### src/rtl/pgpc_pkg.sv
// shared types and constants of the pixel gain and pedestal corrector
package pgpc_pkg;

   localparam int GAIN_STAGES = 3;
   localparam int GAIN_W = 24;
   localparam int PED_W = 20;
   localparam int ADC_W = 14;
   localparam int NUM_W = 36;
   localparam int DEN_W = 25;
   localparam int QEXT_W = NUM_W + 1;

   localparam logic OP_CORRECT = 1'b0;
   localparam logic OP_WRITE = 1'b1;

   localparam logic [1:0] GAIN_CODE_INVALID = 2'd2;
   localparam logic [1:0] GAIN_CODE_HIGH = 2'd3;
   localparam logic [1:0] STAGE_HIGH = 2'd2;
   localparam logic [1:0] STAGE_LOW = 2'd0;

   typedef enum logic [1:0] {
      STATUS_NORMAL = 2'd0,
      STATUS_INVALID_GAIN = 2'd1,
      STATUS_ZERO_GAIN = 2'd2,
      STATUS_SATURATED = 2'd3
   } status_type;

   typedef struct packed {
      logic operation;
      logic [18:0] pixel_index;
      logic [15:0] raw_sample;
      logic [1:0] stage;
      logic signed [23:0] gain_coeff;
      logic signed [19:0] pedestal_coeff;
   } req_payload_type;

   typedef struct packed {
      logic signed [31:0] corrected_value;
      logic [1:0] status;
   } rsp_payload_type;

   typedef struct packed {
      logic output_wide;
   } csr_payload_type;

   typedef struct packed {
      logic valid;
      logic neg;
      status_type status;
   } tag_type;

endpackage

### src/rtl/pgpc_div.sv
// pipelined unsigned restoring divider, one quotient bit per stage
module pgpc_div
   import pgpc_pkg::*;
(
   input logic clock,
   input logic reset,
   input logic enable,
   input tag_type in_tag,
   input logic [NUM_W-1:0] in_num,
   input logic [DEN_W-1:0] in_den,
   output tag_type out_tag,
   output logic [NUM_W-1:0] out_quo
);

   tag_type tag_ff [NUM_W];
   logic [NUM_W-1:0] num_ff [NUM_W];
   logic [NUM_W-1:0] quo_ff [NUM_W];
   logic [DEN_W-1:0] rem_ff [NUM_W];
   logic [DEN_W-1:0] den_ff [NUM_W];

   for (genvar k = 0; k < NUM_W; k++) begin : g_stage
      tag_type tag_cur;
      logic [NUM_W-1:0] num_cur;
      logic [NUM_W-1:0] quo_cur;
      logic [DEN_W-1:0] rem_cur;
      logic [DEN_W-1:0] den_cur;
      logic [DEN_W:0] trial;
      logic [DEN_W:0] diff;

      if (k == 0) begin : g_first
         assign tag_cur = in_tag;
         assign num_cur = in_num;
         assign quo_cur = '0;
         assign rem_cur = '0;
         assign den_cur = in_den;
      end else begin : g_next
         assign tag_cur = tag_ff[k-1];
         assign num_cur = num_ff[k-1];
         assign quo_cur = quo_ff[k-1];
         assign rem_cur = rem_ff[k-1];
         assign den_cur = den_ff[k-1];
      end

      assign trial = {rem_cur, num_cur[NUM_W-1]};
      assign diff = trial - {1'b0, den_cur};

      always_ff @(posedge clock) begin
         if (reset) begin
            tag_ff[k].valid <= 1'b0;
         end else if (enable) begin
            tag_ff[k] <= tag_cur;
         end
      end

      always_ff @(posedge clock) begin
         if (enable) begin
            num_ff[k] <= {num_cur[NUM_W-2:0], 1'b0};
            den_ff[k] <= den_cur;
            quo_ff[k] <= {quo_cur[NUM_W-2:0], ~diff[DEN_W]};
            rem_ff[k] <= diff[DEN_W] ? trial[DEN_W-1:0] : diff[DEN_W-1:0];
         end
      end
   end

   assign out_tag = tag_ff[NUM_W-1];
   assign out_quo = quo_ff[NUM_W-1];

endmodule

### config.mk
export PLATFORM = sky130hd
export DESIGN_NAME = pgpc_div
export DESIGN_NICKNAME = d
export VERILOG_FILES = /design/src/rtl/pgpc_pkg.sv /design/src/rtl/pgpc_div.sv
export SDC_FILE = /design/constraint.sdc
export NUM_CORES = 2
export LEC_CHECK = 0
export BUFFER_PORTS_ARGS = -buffer_cell sky130_fd_sc_hd__buf_4
export CAP_MARGIN = 20
export CORE_ASPECT_RATIO = 1.4
export CORE_MARGIN = 2
export CORE_UTILIZATION = 55
export CTS_BUF_LIST = sky130_fd_sc_hd__clkbuf_2 sky130_fd_sc_hd__clkbuf_4 sky130_fd_sc_hd__clkbuf_8
export CTS_CLUSTER_DIAMETER = 120
export DETAILED_ROUTE_END_ITERATION = 7
export GPL_ROUTABILITY_DRIVEN = 0
export PLACE_DENSITY = 0.71
export SYNTH_ARGS = -nofsm -noshare
export SYNTH_HDL_FRONTEND = slang
export SYNTH_MEMORY_MAX_BITS = 65536
export SYNTH_SLANG_ARGS = --single-unit
### constraint.sdc
create_clock -name clock -period 6.55 [get_ports clock]
set_clock_uncertainty 0.05 [all_clocks]
set_input_delay 1.965 -clock clock [delete_from_list [all_inputs] [get_ports clock]]
set_output_delay 1.965 -clock clock [all_outputs]
set_load 0.03 [all_outputs]
==> insert_results.sql <==
INSERT INTO impl_metrics (metric_group, metric, value, unit) VALUES
('sta', 'timing.final.setup_violations', '0', ''),
('sta', 'final.period_utilization', '70.0', '%'),
('setup_path', 'critPathMaxFanout', '26', ''),
('routing', 'detailroute.via_count', '84300', ''),
('synth', 'yosys-top-cells-area', 'edfxtp_1 (64%), ha_1 (7.3%), mux2_2 (5.0%), xnor2_1 (2.8%), inv_1 (2.7%)', ''),
('global_route', 'grt_max_degree', '204', ''),
('routing', 'routed_wl', '281', 'mm'),
('final_layout', 'final_net_count', '12100', ''),
('final_layout', 'layout.cells.most_common_list', 'edfxtp_1 (3,190), inv_1 (1,063), ha_1 (876)', ''),
('final_layout', 'signed_area_change_from_the_synthesized_netlist_to_the_final_layout', '10.1', '%'),
('floorplan', 'chipWidth', '444', 'microns'),
('setup_path', 'worst_setup_path_start_kind', 'register', ''),
('power_and_ir_drop', 'power_density', '497', 'mW/mm^2'),
('synth', 'post_synth.cell_area_avg', '14.1', 'sq um'),
('routing', 'route.detailed.vias_per_inst', '5.62', ''),
('clocking', 'ctsRootBufferMaster', 'clkbuf_8', ''),
('floorplan', 'coreArea', '0.270', 'sq mm'),
('place', 'dpl_cells', '14100', ''),
('power_and_ir_drop', 'leakage', '64.5', 'nW'),
('clocking', 'cts_buffers', '476', ''),
('clocking', 'tritoncts_num_sinks', '3190', ''),
('routing', 'post_detailed_route_count_of_antenna_violating_nets', '0', ''),
('floorplan', 'placement_rows', '226', ''),
('setup_path', 'worstPathArrival', '5.33', 'ns'),
('global_route', 'grt_pass1_wl', '445', 'mm'),
('routing', 'drc', '0', ''),
('floorplan', 'chipHeight', '620', 'microns'),
('routing', 'wire_per_inst', '18.7', 'microns'),
('sta', 'timing.hold.ws', '0.346', 'ns'),
('clocking', 'cts_htree_levels', '5', ''),
('setup_path', 'worst-setup-path-type', 'register to register', ''),
('final_layout', 'layout.core_utilization', '60.7', '%'),
('sta', 'clock.fmax', '218', 'MHz'),
('synth', 'syn_area', '0.149', 'sq mm'),
('place', 'hpwlAfterDp', '199', 'mm'),
('sta', 'tightest_slew', '1.34', 'ns'),
('clocking', 'postCtsSetupBuffers', '0', ''),
('place', 'io_buffers', '107', ''),
('global_route', 'number_of_global_route_vias_before_repair', '88800', ''),
('final_layout', 'leading_cell_type_in_the_layout_fill_and_taps_excluded', 'edfxtp_1', ''),
('final_layout', 'fillerInstances', '20100', ''),
('global_route', 'grt_antenna_before_repair', '2', ''),
('clocking', 'cts_repair_resize_count', '0', ''),
('run_status', 'run_status', 'completed', ''),
('clocking', 'ctsHoldBuffers', '0', ''),
('routing', 'initialDrtViolationCount', '4462', ''),
('sta', 'min_period', '4.58', 'ns'),
('synth', 'synth-seq-area-share', '64.2', '%'),
('global_route', 'grt_util_all_layers', '20.1', '%'),
('sta', 'final_max_slew_viol_count', '0', ''),
('min_path', 'tightest_hold_check_type', 'register to register', ''),
('synth', 'synth-edff-count', '3190', ''),
('final_layout', 'final-instance-count-excl-fill', '15000', ''),
('synth', 'ys_seq_elements', '3190', ''),
('synth', 'post_synth_num_cell_types', '97', ''),
('floorplan', 'die-area', '0.275', 'sq mm'),
('final_layout', 'layout-drive-gt1-share', '15.0', '%'),
('final_layout', 'layout.cell_area.non_filler', '0.164', 'sq mm'),
('synth', 'top_flip_flop_cell_by_instance_count_after_synthesis', 'edfxtp_1', ''),
('clocking', 'worst_skew_pair.late_latency', '1.09', 'ns'),
('place', 'placedInstanceArea', '0.155', 'sq mm'),
('routing', 'firstDrtPassIters', '6', ''),
('floorplan', 'initial_utilization', '55.2', '%'),
('place', 'post-place-ws', '1.81', 'ns'),
('synth', 'async_flop_share', '0', '%'),
('sta', 'worst_slack', '1.97', 'ns'),
('synth', 'syn-instance-count', '10600', ''),
('sta', 'hold_viol_final', '0', ''),
('clocking', 'clk_pin_slew', '0.06', 'ns'),
('clocking', 'ctsLongestPathBuffers', '4', ''),
('setup_path', 'end_kind', 'register', ''),
('job', 'max_cap_violations', '0', ''),
('setup_path', 'worst-endpoint-required', '7.30', 'ns'),
('power_and_ir_drop', 'total_power', '81.6', 'mW'),
('sta', 'rsz0062_at_grt', 'false', ''),
('sta', 'maxSlewHeadroom', '10.9', '%'),
('synth', 'synth_warnings', '0', ''),
('clocking', 'cts_tree', 'done', ''),
('power_and_ir_drop', 'vdd_ir_drop_max', '0.248', 'mV'),
('floorplan', 'ios', '108', ''),
('synth', 'synth.largest_area_cell', 'edfxtp_1', ''),
('global_route', 'grt_overflow_total', '0', ''),
('synth', 'yosys.area.top_type_share', '64.2', '%'),
('sta', 'tns', '0', 'ns');
==> cells by family (layout without fill, tap and decap cells) <==
family | count (synthesis) | in the layout | share of synthesized area (%)
AND/OR/NAND/NOR | 1642 | 1642 | 5.35
adder cells (fa/ha/maj) | 910 | 910 | 7.80
XOR/XNOR | 743 | 743 | 4.46
flip-flops | 3190 | 3190 | 64.2
other | 1 | 20 | 0.00251
AO/OA/AOI/OAI | 2059 | 2059 | 9.03
multiplexers | 797 | 797 | 5.99
buffers and inverters | 1209 | 2098 | 3.13
==> synthesized netlist by cell type (all sizes together), types with 75 or more instances <==
| cell type | instances |
|---|---|
| edfxtp | 3190 |
| inv | 1063 |
| ha | 876 |
| mux2 | 722 |
| a21oi | 624 |
| xnor2 | 497 |
| nor2 | 460 |
| o21ai | 414 |
| nand2 | 390 |
| a21o | 285 |
| xor2 | 246 |
| o21a | 138 |
| nor2b | 120 |
| nand2b | 110 |
| nor3 | 107 |
| nand3 | 102 |
| and2 | 94 |
| and3 | 89 |
| o21bai | 86 |
| buf | 75 |
| mux2i | 75 |
==> sequential cells by signal (all words and copies together) (netlist names) <==
name / cells
tag_ff: 144
rem_ff: 875
den_ff: 875
quo_ff: 666
num_ff: 630
==> path summary, 6_finish.rpt <==
path | from | to | slack (ns) | cells past startpoint
worst min register to register | quo_ff[8][92]$_DFFE_PP_ | quo_ff[8][129]$_DFFE_PP_ | 0.35 | 0
worst min-delay path | quo_ff[8][92]$_DFFE_PP_ | quo_ff[8][129]$_DFFE_PP_ | 0.35 | 0
worst max-delay path | den_ff[7][1]$_DFFE_PP_ | rem_ff[7][31]$_DFFE_PP_ | 1.97 | 12
worst max register to register | den_ff[7][1]$_DFFE_PP_ | rem_ff[7][31]$_DFFE_PP_ | 1.97 | 12
==> power by group <==
part           internal, mW  switching [mW]
Sequential             28.8            2.40
Combinational          16.4            17.7
Clock                  8.69            7.54
Total                  53.9            27.7
==> area by class of cell <==
class,count,area [sq um],area share [%]
multi-input cells,6162,48900,29.8
diodes,9,22.5,0.0137
clock inverters,247,1920,1.17
inverters,1063,3990,2.43
well taps,3534,4420,2.69
clock buffers,603,7550,4.60
flip-flops and latches,3190,95800,58.3
repair buffers,185,1610,0.980
==> critical path, stage by stage, from the launching register on <==
cell and delay [ns]:
edfxtp_1 0.44, inv_1 0.09, ha_1 0.21, nor2b_1 0.15, o311ai_1 0.49, a21oi_1 0.17
nor3b_2 0.44, a211oi_1 0.21, a221oi_2 0.44, o21ai_1 0.19, a21oi_4 0.24, xor2_4 0.75
mux2_2 0.42
==> per-layer routing <==
layer / GRT usage, % / wire length (microns)
met5: 0 / 0
met4: 11.8 / 16500
met3: 3.14 / 9940
met2: 40.1 / 159000
met1: 19.0 / 95000
(Power assumes the default switching activity.)
